### src/hdl/ial_pkg.sv
`timescale 1ns / 1ps
// ----------------------------------------------------------------------------
// ial_pkg: shared types and constants for the indexed array list
// Sizing, opcode and status codes, and the command that is broadcast to the
// row of slot cells.
// ----------------------------------------------------------------------------
package ial_pkg;

  localparam int DEPTH   = 128;
  localparam int DATA_W  = 32;
  localparam int OP_W    = 3;
  localparam int POS_W   = 8;
  localparam int LEN_W   = 8;
  localparam int ST_W    = 2;
  localparam int IDX_W   = (DEPTH > 1) ? $clog2(DEPTH) : 1;
  localparam int CNT_W   = $clog2(DEPTH + 1);
  localparam int CMP_W   = (CNT_W > POS_W) ? CNT_W : POS_W;

  // Packed stream words, padded to whole bytes
  localparam int IN_W    = ((OP_W + POS_W + DATA_W + 7) / 8) * 8;
  localparam int OUT_W   = ((DATA_W + LEN_W + ST_W + 7) / 8) * 8;
  localparam int IN_POS_LO = OP_W;
  localparam int IN_VAL_LO = OP_W + POS_W;
  localparam int OUT_LEN_LO = DATA_W;
  localparam int OUT_ST_LO  = DATA_W + LEN_W;

  // Read-back OR tree: fan-in of 8 per registered level
  localparam int TREE_FAN_LG = 3;
  localparam int TREE_FAN    = 1 << TREE_FAN_LG;
  localparam int TREE_LVLS   = (IDX_W + TREE_FAN_LG - 1) / TREE_FAN_LG;
  localparam int TREE_LEAVES = 1 << (TREE_FAN_LG * TREE_LVLS);
  localparam int WAIT_W      = $clog2(TREE_LVLS + 2);

  typedef enum logic [OP_W-1:0] {
    OP_INSERT   = 3'd0,
    OP_APPEND   = 3'd1,
    OP_DELETE   = 3'd2,
    OP_DEL_LAST = 3'd3,
    OP_READ     = 3'd4,
    OP_REPLACE  = 3'd5,
    OP_CLEAR    = 3'd6
  } opcode_t;

  typedef enum logic [ST_W-1:0] {
    ST_OK    = 2'd0,
    ST_POS   = 2'd1,
    ST_FULL  = 2'd2,
    ST_EMPTY = 2'd3
  } status_t;

  typedef struct packed {
    logic              shift_up;  // slots above pos take their lower neighbor
    logic              shift_dn;  // slots at and above pos take their upper neighbor
    logic              wr;        // slot at pos takes value
    logic              rd;        // slot at pos drives its entry into the read tree
    logic [IDX_W-1:0]  pos;
    logic [DATA_W-1:0] value;
  } cell_cmd_t;

endpackage

### src/hdl/ial_cell.sv
`timescale 1ns / 1ps
// ----------------------------------------------------------------------------
// ial_cell: one list slot
// Holds one entry, shifts to or from its neighbors, takes a write and
// presents its old entry to the read tree when addressed.
// ----------------------------------------------------------------------------
module ial_cell (
  input  logic                      clk,
  input  logic [ial_pkg::IDX_W-1:0]  idx_i,
  input  ial_pkg::cell_cmd_t        cmd_i,
  input  logic [ial_pkg::DATA_W-1:0] left_i,
  input  logic [ial_pkg::DATA_W-1:0] right_i,
  output logic [ial_pkg::DATA_W-1:0] entry_o,
  output logic [ial_pkg::DATA_W-1:0] tap_o
);
  import ial_pkg::*;

  logic [DATA_W-1:0] entry_r, entry_nxt;
  logic [DATA_W-1:0] tap_r, tap_nxt;
  logic              hit;
  logic              above;

  assign hit   = (idx_i == cmd_i.pos);
  assign above = (idx_i > cmd_i.pos);

  always_comb begin
    entry_nxt = entry_r;
    if (cmd_i.shift_up && above) begin
      entry_nxt = left_i;
    end
    if (cmd_i.wr && hit) begin
      entry_nxt = cmd_i.value;
    end
    if (cmd_i.shift_dn && (above || hit)) begin
      entry_nxt = right_i;
    end
    // sample the entry before this cycle's move
    tap_nxt = (cmd_i.rd && hit) ? entry_r : '0;
  end

  always_ff @(posedge clk) begin
    entry_r <= entry_nxt;
    tap_r   <= tap_nxt;
  end

  assign entry_o = entry_r;
  assign tap_o   = tap_r;

endmodule

### config.mk
export PLATFORM = sky130hd
export DESIGN_NAME = ial_cell
export DESIGN_NICKNAME = d
export VERILOG_FILES = /design/src/hdl/ial_pkg.sv /design/src/hdl/ial_cell.sv
export SDC_FILE = /design/constraint.sdc
export NUM_CORES = 1
export LEC_CHECK = 0
export BUFFER_PORTS_ARGS = -buffer_cell sky130_fd_sc_hd__buf_2
export CORE_UTILIZATION = 45
export CTS_BUF_LIST = sky130_fd_sc_hd__clkbuf_8
export DETAILED_ROUTE_END_ITERATION = 10
export GPL_ROUTABILITY_DRIVEN = 0
export GPL_TIMING_DRIVEN = 0
export PLACE_DENSITY = 0.85
export RECOVER_POWER = 25
export SETUP_SLACK_MARGIN = 0.4
export SLEW_MARGIN = 30
export SYNTH_ARGS = -nofsm -noshare
export SYNTH_HDL_FRONTEND = slang
export SYNTH_SLANG_ARGS = --single-unit
### constraint.sdc
create_clock -name clk -period 3.9 [get_ports clk]
set_clock_uncertainty 0.05 [all_clocks]
set_input_delay 0 -clock clk [delete_from_list [all_inputs] [get_ports clk]]
set_output_delay 0 -clock clk [all_outputs]
set_load 0.02 [all_outputs]
==> summary.md <==
| Metric | Value |
|---|---|
| Cell with the most instances after synthesis | mux2_4 |
| Crit-path slowest cell | nor2_1 |
| Worst path arrival time | 2580 ps |
| Initial antenna violation count | 0 |
| Failing checks | design-rule violations |
| Yosys warns | 0 |
| Status | finished, violations left |
| Largest cells by area after synthesis | edfxtp_1, mux2_4, dfxtp_1 |
| Post-layout min period | 2600 ps |
| Cells after synthesis | 205 |
| Port bufs | 178 |
| Cells on worst reg2reg path | 1 |
| Die Y | 84.6 um |
| Setup TNS | 0 ps |
| Crit. End Element | flop |
| Diodes inserted | 0 |
| Yosys top cell by area | edfxtp_1 |
| Clk buf depth | 2 |
| Area grow syn2layout | 48.0% |
| GRT Overall Usage | 23.2% |
| Leakage power | 2.35 nW |
| Global Route met1 Usage | 23.0% |
| PostCTS Resize Cnt | 0 |
| Num ports | 179 |
| Via count of the first global-routing pass | 2640 |
| Starting Density | 47.5% |
| Post-route ant nets | 0 |
| Share of cells above drive strength 1 | 53.7% |
| Htree depth | 3 |
| Hold_sp | left_i[10] |
| Critical Path Max Stage Delay | 520 ps |
| # Max-Cap Violations | 0 |
| Final core occ | 70.3% |
| Wire per inst | 16.1 um |
| CP Launch Point | cmd_i[38] |
| CTS buffer count | 9 |
| Peak supply drop | 0.215 mV |
| Post-synth EDFFs | 32 |
| Hold Path End | entry_o[10] |
| Pin count of the biggest net entering global routing | 13 |
| Startpoint types | input pin |
| CP Class | input pin to flop |
| Syn Area/Cell | 15.0 um2 |
| Met2 usage | 43.0% |
| Most common flop cell mapped by yosys | edfxtp_1 |
| Hold slack | 39.7 ps |
| Post-synth ARST share | 0% |
| First-pass GRT wire length | 12400 um |
| Register bit total from synthesis | 64 |
| Crit-path most repeated cell | buf_2 |
| CTS root buf | clkbuf_8 |
| Iter 0 DRT Violations | 88 |
| Core area | 0.00646 mm2 |
| Commonest cells in the netlist | mux2_4, dfxtp_1, edfxtp_1 |
| Slew headroom | 55.1% |
| RSZ-0062 raised after global routing | no |
| Drt first pass iters | 7 |
| Top-area cell type share of the netlist area | 31.3% |
| Post-synthesis sequential area ratio | 52.2% |
| Crit-path cells | buf_2 > inv_1 > ha_1 > nand4_1 > nor2_1 > nand2_4 > buf_6 > o211ai_1 > buf_2 > buf_2 > buf_2 |
| Fmax | 384 MHz |
| Vias per inst | 4.91 |
| Clk_lat worst skew | 330 ps |
| Hold Path Depth | 3 |
| WP data required | 3880 ps |
| Post-Route WL | 8280 um |
| Grt ovf | 0 |
| Finish-stage setup viols | 0 |
| Clk pin slew, worst setup/hold paths | 70 ps |
| Tcrit/Tclk final | 66.8% |
| Hold Crit Class | input pin to flop |
| Worst Tran Pin Value | 670 ps |
| Pwr Density | 387 mW/mm2 |
| R2r startpoint | entry_o[0] |
| CTS sink cnt | 64 |
| DP Wirelength | 6030 um |
| Residual DRC | 6 |
| Top Usage Layer GRT | met2 |
| Core Rows | 29 |
| Die ar. | 0.00716 mm2 |
| Post-synthesis cell area | 0.00307 mm2 |
| Met3 GRT Util | 6.19% |
| Chip width | 84.6 um |
| CTS tree | yes |
| Vias | 2520 |
| Net count, final | 553 |
| Internal reg-to-reg setup slack | 3110 ps |
| Final Hold Vio Count | 0 |
| Reg2reg end | tap_o[0] |
| CP max FO | 10 |
| Synth unique cells | 24 |
| Syn_nets | 327 |
| Max Slew Vio Count | 0 |
-- where the power goes --
group	leakage, nW	internal, mW	switching [mW]
logic	1.68	0.190	0.195
registers	0.564	0.785	0.0295
clock network	0.104	0.310	0.249
total	2.35	1.28	0.473
-- cell usage in the layout (no fill, tap or decap) --
cell	synthesis	routed
a211oi_1	1	1
a21oi_1	3	3
and3_1	29	29
and3_2	3	3
buf_2	0	144
buf_6	6	6
bufinv_16	0	1
clkbuf_1	6	44
clkbuf_8	0	10
clkinv_2	0	1
clkinvlp_4	0	1
dfxtp_1	32	32
dlygate4sd3_1	0	33
edfxtp_1	32	32
ha_1	7	7
inv_1	8	9
inv_4	0	2
mux2_2	6	6
mux2_4	58	58
nand2_1	1	1
nand2_4	1	1
nand2b_1	1	1
nand3_1	1	1
nand4_1	0	1
nor2_1	1	2
nor2b_1	1	1
nor3_1	1	1
o211ai_1	1	1
o21ai_0	3	3
o21ai_2	1	1
-- per-stage QoR --
| stage | cell area [um2] | std cells | power, mW | setup WS [ps] |
|---|---|---|---|---|
| after floorplan | 3070 | 205 | 1.04 | 1080 |
| after global placement | 4060 | 460 | 1.18 | 292 |
| after detailed placement | 4080 | 464 | 1.19 | 1070 |
| after CTS | 4600 | 513 | 1.77 | 1430 |
| after global routing | 4540 | 513 | 1.82 | 1110 |
| final | 4540 | 513 | 1.76 | 1300 |
-- registers in the layout (all words and copies together) (netlist names) --
name     cells
tap_o       32
entry_o     32
-- worst max-delay path by stage --
stage                   to  cells after the start
6_report       entry_o[18]                     11
5_1_grt        entry_o[14]                     11
4_1_cts        entry_o[14]                     12
3_5_place_dp   entry_o[16]                     12
3_3_place_gp   entry_o[16]                      6
2_1_floorplan   entry_o[0]                      6
-- area by class of cell --
| cell class | instances | area (um2) |
|---|---|---|
| clock inverter | 6 | 58.8 |
| timing repair buffer | 215 | 1190 |
| multi-input combinational | 121 | 1340 |
| fill | 486 | 1920 |
| tap | 77 | 96.3 |
| clock buffer | 10 | 138 |
| sequential | 64 | 1600 |
| inverter | 8 | 30.0 |
| buffer | 12 | 90.1 |
-- per-layer routing --
layer | up-vias | part of all wire, % | routed length [um]
li1 | 1203 | - | -
met1 | 1178 | 36 | 2990
met2 | 116 | 55 | 4520
met3 | 23 | 5.7 | 469
met4 | 0 | 3.6 | 302
met5 | - | 0 | 0
-- worst max-delay path: cells and delay by family --
kind                       cells  cell delay, ps
adders and majority gates      1             310
AOI/OAI and AO/OA              1             320
buffers and inverters          6            1080
and+or+nand+nor                3             860
-- logic make-up after synthesis --
group | count (synthesis) | synth area share (%)
fa+ha+maj | 7 | 2.85
buf+inv | 20 | 3.91
flops | 64 | 52.2
simple gates | 41 | 8.76
mux | 64 | 30.6
compound gates | 9 | 1.75
-- repair_timing --
action / in CTS / in global routing
buffers inserted: 0 / 0
hold buffers: 33 / 0
hold endpoints to repair: 34 / 0
Note: power is estimated with default switching activity, not from simulation.
